## src/rtl/core/ising_pkg.sv

```systemverilog
`default_nettype none
package ising_pkg;
  localparam int ROW_W = 6;
  localparam int COL_W = 6;
  localparam int ADDR_W = ROW_W + COL_W;
  localparam int DEPTH = 1 << ADDR_W;
  localparam int MAX_ROWS = 1 << ROW_W;
  localparam int MAX_COLS = 1 << COL_W;
  localparam int SIZE_W = 7;
  localparam int DE_W = 16;
  localparam int DIV_W = 32;
  localparam logic [16:0] LOG2E_Q16 = 17'd94548;

  localparam logic [1:0] ACT_WRITE = 2'd0;
  localparam logic [1:0] ACT_READ = 2'd1;
  localparam logic [1:0] ACT_STEP = 2'd2;
  localparam logic [1:0] ACT_NONE = 2'd3;

  localparam logic [2:0] CFG_ROWS = 3'd0;
  localparam logic [2:0] CFG_COLS = 3'd1;
  localparam logic [2:0] CFG_COUPLING = 3'd2;
  localparam logic [2:0] CFG_FIELD = 3'd3;
  localparam logic [2:0] CFG_TEMP = 3'd4;

  typedef struct packed {
    logic [DE_W-1:0] de;
    logic [15:0] t;
  } acc_req_t;

  function automatic logic [16:0] exp2_tab(input logic [4:0] k);
    logic [16:0] v;
    unique case (k)
      5'd0: v = 17'd65536;
      5'd1: v = 17'd62757;
      5'd2: v = 17'd60097;
      5'd3: v = 17'd57549;
      5'd4: v = 17'd55109;
      5'd5: v = 17'd52773;
      5'd6: v = 17'd50535;
      5'd7: v = 17'd48393;
      5'd8: v = 17'd46341;
      5'd9: v = 17'd44376;
      5'd10: v = 17'd42495;
      5'd11: v = 17'd40693;
      5'd12: v = 17'd38968;
      5'd13: v = 17'd37316;
      5'd14: v = 17'd35734;
      5'd15: v = 17'd34219;
      default: v = 17'd32768;
    endcase
    return v;
  endfunction
endpackage
`default_nettype wire

```

## src/rtl/core/ising_accept.sv

```systemverilog
`default_nettype none
module ising_accept
  import ising_pkg::*;
(
  input  wire logic        clk,
  input  wire logic        rst_n,
  input  wire logic        start,
  input  wire acc_req_t    req,
  output logic             done,
  output logic [16:0]      thresh
);
  localparam logic [2:0] S_IDLE = 3'd0;
  localparam logic [2:0] S_DIV = 3'd1;
  localparam logic [2:0] S_MUL = 3'd2;
  localparam logic [2:0] S_INT = 3'd3;
  localparam logic [2:0] S_OUT = 3'd4;

  logic [2:0] state_r, state_nxt;
  logic [5:0] cnt_r;
  logic [DIV_W-1:0] num_r;
  logic [16:0] rem_r;
  logic [15:0] t_r;
  logic [53:0] y_r;
  logic [16:0] m_r;
  logic [16:0] rem_sh;
  logic [16:0] diff;
  logic [28:0] dprod;
  logic [4:0] k;
  logic [37:0] y_hi;

  assign rem_sh = {rem_r[15:0], num_r[DIV_W-1]};
  assign k = {1'b0, y_r[15:12]};
  assign diff = exp2_tab(k) - exp2_tab(k + 5'd1);
  assign dprod = diff * {17'd0, y_r[11:0]};
  assign y_hi = y_r[53:16];

  always_comb begin
    state_nxt = state_r;
    unique case (state_r)
      S_IDLE: if (start) state_nxt = S_DIV;
      S_DIV: if (cnt_r == 6'd31) state_nxt = S_MUL;
      S_MUL: state_nxt = S_INT;
      S_INT: state_nxt = S_OUT;
      S_OUT: state_nxt = S_IDLE;
      default: state_nxt = S_IDLE;
    endcase
  end

  always_ff @(posedge clk) begin
    if (!rst_n) begin
      state_r <= S_IDLE;
    end else begin
      state_r <= state_nxt;
    end
  end

  always_ff @(posedge clk) begin
    unique case (state_r)
      S_IDLE: begin
        num_r <= {req.de, 16'd0};
        rem_r <= '0;
        t_r <= (req.t == 16'd0) ? 16'd1 : req.t;
        cnt_r <= '0;
      end
      S_DIV: begin
        cnt_r <= cnt_r + 6'd1;
        if (rem_sh >= {1'b0, t_r}) begin
          rem_r <= rem_sh - {1'b0, t_r};
          num_r <= {num_r[DIV_W-2:0], 1'b1};
        end else begin
          rem_r <= rem_sh;
          num_r <= {num_r[DIV_W-2:0], 1'b0};
        end
      end
      S_MUL: y_r <= {22'd0, num_r} * {37'd0, LOG2E_Q16} >> 16;
      S_INT: m_r <= exp2_tab(k) - dprod[28:12];
      S_OUT: begin
      end
      default: begin
      end
    endcase
  end

  assign done = (state_r == S_OUT);
  assign thresh = (y_hi > 38'd16) ? 17'd0 : (m_r >> y_hi[4:0]);
endmodule
`default_nettype wire

```

## config.mk

```make
export PLATFORM = sky130hd
export DESIGN_NAME = ising_accept
export DESIGN_NICKNAME = d
export VERILOG_FILES = /design/src/rtl/core/ising_pkg.sv /design/src/rtl/core/ising_accept.sv
export SDC_FILE = /design/constraint.sdc
export NUM_CORES = 1
export LEC_CHECK = 0
export BUFFER_PORTS_ARGS = -buffer_cell sky130_fd_sc_hd__buf_2
export CAP_MARGIN = 10
export CORE_MARGIN = 4
export CORE_UTILIZATION = 35
export CTS_CLUSTER_SIZE = 20
export DETAILED_ROUTE_END_ITERATION = 12
export PLACE_DENSITY = 0.56
export REMOVE_ABC_BUFFERS = 1
export SYNTH_ARGS = -nofsm -noshare
export SYNTH_HDL_FRONTEND = slang
export SYNTH_SLANG_ARGS = --single-unit
```

## constraint.sdc

```tcl
create_clock -name clk -period 16 [get_ports clk]
set_input_delay 1.6 -clock clk [delete_from_list [all_inputs] [get_ports clk]]
set_output_delay 1.6 -clock clk [all_outputs]
set_load 0.005 [all_outputs]
```

# [Yosys cells after proc, flatten, opt, wreduce, memory -nomap -nowiden]
# Memory sizes are Yosys's and may differ from the RTL's. A register that Yosys moved wholly into a read port is not among the register bits.
# Index checks and enable logic that the tools add are counted.
[classes] n_mul=2 reduce_logical=4 muxes=13 n_eq_ne=7 shift=1 order_cmp=2 n_addsub=5
[ops] operator="$pmux W32 S2" count=1
[ops] operator="$mux W17" count=3
[ops] operator="$mul A32 B15 Y47 const B" count=1
[ops] operator="$sub A17 B17 Y17" count=2
[ops] operator="$pmux W16 S2" count=1
[ops] operator="$mul A17 B12 Y29" count=1
[ops] operator="$ge A17 B16 Y1" count=1
[ops] operator="$gt A17 B5 Y1 const B" count=1
[ops] operator="$shr A17 B5 Y17" count=1
[ops] operator="$logic_not A16 Y1" count=1
[ops] operator="$mux W16" count=1
[ops] operator="$sub A16 B16 Y16" count=1
[ops] operator="$pmux W3 S4" count=1
[ops] operator="$pmux W6 S2" count=1
[ops] operator="$mux W4" count=2
[ops] operator="$add A6 B1 Y6 const B" count=1
[ops] operator="$eq A3 B2 Y1 const B" count=2
[ops] operator="$eq A6 B5 Y1 const B" count=1
[ops] operator="$mux W3" count=2
[ops] operator="$add A4 B1 Y5 const B" count=1
[ops] operator="$ne A2 B2 Y1 const B" count=2
[ops] operator="$eq A3 B1 Y1 const B" count=1
[ops] operator="$eq A3 B3 Y1 const B" count=1
[ops] operator="$logic_not A3 Y1" count=1
[ops] operator="other kinds (3)" count=3
[totals] elab_cells=44 mem_count=3 ff_bits=123 mem_bits_ro=816 input_bits=35
[mem_list] memory="(no name shown)" depth=16 word_bits=17 rd=1 rd_ports_with_merged_regs=1 wr=0 line="ising_pkg.sv:32" source="unique case (k)"
[mem_list] memory="(no name shown)" depth=16 word_bits=17 rd=1 rd_ports_with_merged_regs=0 wr=0 line="ising_pkg.sv:32"
[mem_list] memory="(no name shown)" depth=16 word_bits=17 rd=1 rd_ports_with_merged_regs=1 wr=0 line="ising_pkg.sv:32"

# [Longest topological paths before layout]
# Gate-level depths: netlist (run 1).
# An unclocked memory read counts as a cell.
[logic_depth] depth_word=6 ltp_mapped=45 depth_no_buf=44

# [Worst setup path after synthesis (run 1)]
# No wires, ideal clock.
[synth_path] path_kind="register -> register" start="register y_r[13]" end="register m_r[16], data pin" n_path_buf=1 t_arrival_ns=9.827 path_stages_with_launch=42 path_slack_ns=5.913 setup_ns=0.259 cell_sequence="edfxtp_1 -> ha_1 -> ha_1 -> mux4_2 -> or2_2 -> ha_1 -> o21ai_0 -> nand2b_1 -> a21o_1 -> a31o_2 -> a41oi_1 -> nand2b_1 -> xor2_1 -> clkbuf_1 -> nand2_1 -> fa_1 -> fa_1 -> inv_1 -> [... 6 more ...] -> o21ai_0 -> nand2b_1 -> and2_1 -> a2111oi_0 -> nor2_1 -> a21oi_1 -> o21ai_0 -> a21oi_1 -> xor2_1 -> ha_1 -> and3_1 -> a21oi_1 -> o21ai_0 -> or4_1 -> nand2_1 -> o2111ai_1 -> a21oi_1 -> xnor2_1"
[synth_between] elab_chain_cells=6
[synth_rtl] item="from (decl)" line="ising_accept.sv:23" source="logic [53:0] y_r;"
[synth_rtl] item="from (signal assigned)" line="ising_accept.sv:75" source="S_MUL: y_r <= {22'd0, num_r} * {37'd0, LOG2E_Q16} >> 16;"
[synth_rtl] item="$add A4 B1 Y5 (*)" line="ising_accept.sv:33" source="assign diff = exp2_tab(k) - exp2_tab(k + 5'd1);"
[synth_rtl] item="$mem_v2 Z16 W17"
[synth_rtl] item="$mux W17 (*)" line="ising_pkg.sv:32"
[synth_rtl] item="$sub A17 B17 Y17 (*)" line="ising_accept.sv:33"
[synth_rtl] item="$mul A17 B12 Y29 (*)" line="ising_accept.sv:34" source="assign dprod = diff * {17'd0, y_r[11:0]};"
[synth_rtl] item="$sub A17 B17 Y17 (*)" line="ising_accept.sv:76" source="S_INT: m_r <= exp2_tab(k) - dprod[28:12];"
[synth_rtl] item="to (signal assigned)" line="ising_accept.sv:76"
[synth_rtl] item="to (decl)" line="ising_accept.sv:24" source="logic [16:0] m_r;"
# Mark *: on every way between the ends. The rest lies on a longest branch, timed or not.
# A chain may end at the register's enable or synchronous reset.

# [Final worst setup path (run 1)]
[layout_path] start="register y_r[12]" end="register m_r[16], data pin"
# The elaborated chain is that of the path after synthesis.

==> impl_metrics.toml, run 1 <==
[clock_network]
cts_inserted_buffers = 17
postCtsHoldBufs = 0
cts-root-buf = "clkbuf_16"
worst_skew_late_latency_ps = 450
clock_tree_from_tritoncts = "built"
ctsHtreeMaxLevel = 4
post_cts_buffers = 0
clkTransAtPathRegs_ps = 80
cts_num_sinks = 140
postCtsResizedCells = 0
clock_path_buffers = 2

[setup_path]
required_ps = 16190
crit_type = "reg2reg"
slowest_delay_ps = 990
worstSetupStartpointType = "flip-flop"
crit_slowest_cell = "a21oi_1"
timing.critical_path.to_type = "flip-flop"
worst-path-max-fanout = 25
arrival_ps = 12540

[detailed_routing]
wl_mm = 54.2
antenna_violating_nets_post_route = 0
drc = 0
router_iterations_before_antenna_repair = 5
via_density = 5.03
detailedRoute.firstIterationViolations = 890
route.vias.total = 16400
per_cell_routed_wire_length_um = 16.7

[logic_synthesis]
post_synth_instance_area_mm2 = 0.0231
postSynthCellCount = 2397
synthDistinctLibCells = 81
ys_seq_area_share_pct = 17.4
synth-seq-cells = 140
synth-edff-count = 120
async_reset_ff_share_pct = 0
ys_warn_count = 0
syn-mean-instance-area_um2 = 9.63
synth_ff_type = "edfxtp_1"

[global_routing]
groute.layer.met2.usage_pct = 27.7
top_usage_layer = "met2"
met3_usage_pct = 1.91
groute.layer.met1.usage_pct = 20.9
antenna_violations_before_repair = 1
maximum_number_of_pins_on_one_net_before_global_route_repair = 45
grt_pass1_vias = 17400
track_usage_pct = 15.8
grt_pass1_wl_mm = 90.4
overflow = 0

[hold_path]
hold_crit_path_type = "reg2reg"

[finish]
final_layout_size_suffix_gt1_share_pct = 5.88
antennaDiodeCount = 0
synthToLayoutAreaGrowth_pct = 7.04
finalCoreUtilization_pct = 38.1
fillCellCount = 6427
net_count_of_the_finished_layout = 3076

[placement]
place.port_buffers = 52
gp_routability_congestion = 0.878
hpwl_mm = 44.5

[die]
die_height_um = 265
design.core.area_mm2 = 0.0648
placement_rows = 93
fp.dieW_um = 265
dieArea_mm2 = 0.0701
top_level_ports = 53
initial_core_util_pct = 35.6

[sta]
grt_setup_unrepaired = "no"
timing.fmax_mhz = 81.0
final_max_slew_viols = 0
finalWorstPathRequiredPeriod_ps = 12350
number_of_setup_violations_in_the_final_report = 0
fin_tns_setup_ps = 0
fin_hold_ws_ps = 597
timing.final.crit_share_pct = 77.2
report.final.hold_viol_count = 0
max_slew.worst_pin.slew_ps = 1240
slew-limit-headroom_pct = 16.9
layout_skew_ps = 23.9

[status]
outcome = "finished clean"

[pwr]
cellLeakagePower_uw = 0.0124
power_per_cell_area_mw_per_mm2 = 112
max-vdd-ir-drop_mv = 0.206

[job]
timing.max_cap.violations = 0
-- through the flow --
stage	power (µW)	setup slack (ps)	std cells	cell area (µm²)
2_1_floorplan	1920	5460	2296	22700
4_1_cts	2810	3790	3249	24700
3_3_place_gp	2380	4040	3217	24100
3_5_place_dp	2400	3820	3217	24100
5_1_grt	3090	2660	3251	24700
6_report	2780	3650	3251	24700
-- critical path, delay by kind of cell, from the launching register on --
family,cells,cell delay [ps]
AOI/OAI and AO/OA,16,4700
xor gates and xnor gates,3,490
adders and majority gates,10,4410
buffers and inverters,4,490
DFF,1,590
and+or+nand+nor,8,1430
-- logic make-up after synthesis --
family          share of synthesized area (%)
fa+ha+maj                                46.0
simple gates                             13.8
buf+inv                                  8.50
compound gates                           8.77
flops                                    17.4
xor+xnor                                 3.75
mux                                      1.87
-- final cells by class --
type / count / area (µm²) / area share, %
inverters: 415 / 1560 / 6.31
clock buffers: 17 / 425 / 1.72
multi-input cells: 1741 / 17100 / 69.3
repair buffers: 68 / 384 / 1.56
well taps: 855 / 1070 / 4.33
flip-flops and latches: 140 / 4000 / 16.2
clock inverters: 15 / 130 / 0.527
-- cell usage after synthesis (all sizes together), types with 8 or more instances --
| cell type | instances | area, µm² |
|---|---|---|
| a211oi | 22 | 165 |
| nand2 | 236 | 886 |
| nor3b | 14 | 105 |
| dfxtp | 20 | 400 |
| nor4 | 18 | 113 |
| o211ai | 19 | 143 |
| o21ai | 42 | 210 |
| o21a | 10 | 75.1 |
| clkbuf | 87 | 328 |
| nor3 | 30 | 155 |
| nand3 | 46 | 248 |
| a21oi | 91 | 470 |
| and3 | 28 | 175 |
| inv | 413 | 1550 |
| nand2b | 20 | 125 |
| nor2b | 40 | 250 |
| a21o | 29 | 218 |
| fa | 316 | 6330 |
| xnor2 | 65 | 577 |
| mux2i | 27 | 274 |
| nor2 | 107 | 402 |
| a311oi | 9 | 78.8 |
| o22ai | 8 | 50.1 |
| nand4 | 10 | 62.6 |
| xor2 | 33 | 289 |
| or2 | 9 | 56.3 |
| and2 | 64 | 400 |
| buf | 14 | 75.1 |
| edfxtp | 120 | 3600 |
| ha | 342 | 4280 |
-- cell usage in the layout (no fill, tap or decap), types with 19 or more instances in the layout --
cell        n
a211oi_1   22
a21o_1     29
a21oi_1    89
and2_1     64
and3_1     28
buf_2      52
dfxtp_1    20
edfxtp_1  120
fa_1      316
ha_1      342
inv_1     412
mux2i_1    26
nand2_1   236
nand2b_1   20
nand3_1    44
nor2_1    106
nor2b_1    40
nor3_1     28
o211ai_1   19
o21ai_0    39
xnor2_1    64
xor2_1     33
-- path summary, 6_finish.rpt --
path | from | endpoint | slack, ps | cells after the start
setup / recovery | y_r[12]$_DFFE_PN_ | m_r[16]$_DFFE_PP_ | 3650 | 41
hold / removal | rem_r[14]$_SDFFCE_PN0N_ | rem_r[15]$_SDFFCE_PN0N_ | 600 | 2
setup reg to reg | y_r[12]$_DFFE_PN_ | m_r[16]$_DFFE_PP_ | 3650 | 41
hold reg to reg | rem_r[14]$_SDFFCE_PN0N_ | rem_r[15]$_SDFFCE_PN0N_ | 600 | 2
-- where the power goes --
part           internal, µW  switching, µW
sequential              510           15.4
combinational           804           1060
clock                   204            183
total                  1520           1260
-- per-layer routing --
layer,vias up,wire (µm)
met5,-,0
li1,7895,-
met3,62,1630
met4,0,986
met1,8154,24400
met2,250,27100
Power figures use the tool's default switching activity.
==> inputs of run 2 (changes only) <==
--- a/config.mk
+++ b/config.mk
@@ -11,7 +11,7 @@
 export CORE_UTILIZATION = 35
 export CTS_CLUSTER_SIZE = 20
 export DETAILED_ROUTE_END_ITERATION = 12
-export PLACE_DENSITY = 0.56
+export PLACE_DENSITY = 0.57
 export REMOVE_ABC_BUFFERS = 1
 export SYNTH_ARGS = -nofsm -noshare
 export SYNTH_HDL_FRONTEND = slang
==> constraint.sdc (replaced) <==
create_clock -name clk -period 10.3 [get_ports clk]
set_input_delay 1.03 -clock clk [delete_from_list [all_inputs] [get_ports clk]]
set_output_delay 1.03 -clock clk [all_outputs]
set_load 0.005 [all_outputs]
==> impl_metrics.toml, run 2 (synthesis results as in run 1) <==
[finish]
antennaDiodeCount = 0
layout_commonest_cell = "inv_1"
layout.cell_area.non_filler_mm2 = 0.0253
final_layout_size_suffix_gt1_share_pct = 9.08
net_count_of_the_finished_layout = 3124
finish.cell_count_without_fillers = 3299
synthToLayoutAreaGrowth_pct = 9.80
fillCellCount = 6404
layout.cells.most_common_list = "410 x inv_1, 335 x ha_1, 316 x fa_1"

[setup_path]
slowest_delay_ps = 560
required_ps = 10470
arrival_ps = 10050
critical_path.reg2reg.endpoint = "m_r[16]$_DFFE_PP_"
crit_type = "reg2reg"
cp_startpoint = "y_r[12]$_DFFE_PN_"
worstSetupStartpointType = "flip-flop"
crit-reg2reg-launch = "y_r[12]$_DFFE_PN_"
timing.critical_path.to_type = "flip-flop"
timing.reg2reg.setup_slack_ps = 420
critical_path.top_delay_family = "adder cells"
crit_buf_inv = 6
worst-path-max-fanout = 12
worstRegToRegCells = 43
cp_common_cell = "fa_1"
crit_slowest_cell = "fa_1"

[hold_path]
worst_hold_path.endpoint = "rem_r[15]$_SDFFCE_PN0N_"
worstHoldStart = "rem_r[14]$_SDFFCE_PN0N_"
holdPathStages = 2
hold_crit_path_type = "reg2reg"

[pwr]
power_per_cell_area_mw_per_mm2 = 172
power.switching_uw = 1930
max-vdd-ir-drop_mv = 0.356
finalPower_uw = 4350
pwr-share-clk_pct = 14.8
seq_power_share_pct = 18.8
power.combinational.fraction_pct = 66.4
cellLeakagePower_uw = 0.0126
cell_internal_pwr_uw = 2410
power.share.switching_pct = 44.5

[sta]
layout_skew_ps = 14.9
max_slew.worst_pin.slew_ps = 966
fin_hold_ws_ps = 596
number_of_setup_violations_in_the_final_report = 0
report.final.hold_viol_count = 0
slew-limit-headroom_pct = 35.6
final_max_slew_viols = 0
layout_setup_ws_ps = 417
finalWorstPathRequiredPeriod_ps = 9880
timing.fmax_mhz = 101
timing.final.crit_share_pct = 96.0

[detailed_routing]
drc = 0
wl_mm = 54.7
per_cell_routed_wire_length_um = 16.6
route.vias.total = 16500
via_density = 5.00
router_iterations_before_antenna_repair = 5
antenna_violating_nets_post_route = 0
detailedRoute.firstIterationViolations = 814

[global_routing]
maximum_number_of_pins_on_one_net_before_global_route_repair = 73
antenna_violations_before_repair = 0
track_usage_pct = 15.7
grt_pass1_wl_mm = 90.5
grt_pass1_vias = 17400
overflow = 0

[job]
timing.max_cap.violations = 0

[clock_network]
clock_path_buffers = 2
cts-root-buf = "clkbuf_16"
worst_skew_late_latency_ps = 440
cts_num_sinks = 140
ctsHtreeMaxLevel = 4
cts_inserted_buffers = 17
clock_tree_from_tritoncts = "built"
clkTransAtPathRegs_ps = 70

[die]
placement_rows = 93
dieArea_mm2 = 0.0701
fp.dieW_um = 265
initial_core_util_pct = 35.6
top_level_ports = 53
design.core.area_mm2 = 0.0648
die_height_um = 265

[placement]
hpwl_mm = 44.6
placedCellCount = 3254
dp_worst_setup_slack_ps = -110
dpl-instance-area_mm2 = 0.0244
gp_routability_congestion = 0.891
place.port_buffers = 52

[status]
outcome = "finished clean"
==> run 2: final cells by class <==
cell class,instances,area (µm²),share of cell area [%]
repair buffers,116,764,3.02
inverters,415,1570,6.18
flip-flops and latches,140,4000,15.8
clock buffers,17,425,1.68
multi-input cells,1741,17300,68.4
well taps,855,1070,4.22
clock inverters,15,179,0.706
==> run 2: repair_timing <==
| item | CTS | global route |
|---|---|---|
| hold buffers | 0 | 0 |
| gates resized for setup | 6 | 38 |
| setup endpoints to repair | 3 | 6 |
| pin swaps | 0 | 13 |
| buffers inserted | 0 | 12 |
==> run 2: worst register-to-register path: cells and delay by family, from the launching register on <==
kind                     cells  cell delay, ps
adder cells (fa/ha/maj)     10            3900
flip-flops                   1             420
buffers and inverters        6             680
XOR/XNOR                     2             270
AO/OA/AOI/OAI               17            3010
AND/OR/NAND/NOR              8            1360
==> run 2: worst max-delay path by stage <==
stage	end	slack, ps	depth (start not counted)
2_1_floorplan	m_r[16]$_DFFE_PP_	-240	41
3_3_place_gp	m_r[16]$_DFFE_PP_	80	40
3_5_place_dp	m_r[16]$_DFFE_PP_	-110	40
4_1_cts	m_r[16]$_DFFE_PP_	10	41
5_1_grt	m_r[16]$_DFFE_PP_	-40	39
6_report	m_r[16]$_DFFE_PP_	420	43
==> run 2: metal layers <==
metal | up-vias | share of wire, % | wire length (µm) | track usage (%)
li1 | 7986 | - | - | -
met1 | 8215 | 46 | 25000 | 21.0
met2 | 229 | 50 | 27300 | 27.4
met3 | 62 | 2.3 | 1270 | 1.85
met4 | 0 | 2.1 | 1150 | 3.78
met5 | - | 0 | 0 | 0
==> run 2: power groups by stage <==
stage               Combinational, µW  Sequential (µW)  Clock (µW)
floorplan                        2170              819           0
global placement                 2840              830           0
detailed placement               2880              831           0
CTS                              2910              818         658
global route                     3290              820         684
finish                           2890              818         643
==> run 2: per-stage QoR <==
stage / setup TNS [ps] / util, %
global placement: 0 / 37.7
detailed placement: -160 / 37.7
CTS: 0 / 38.7
floorplan: -614 / -
global route: -50.9 / 39.1
finish: 0 / 39.1
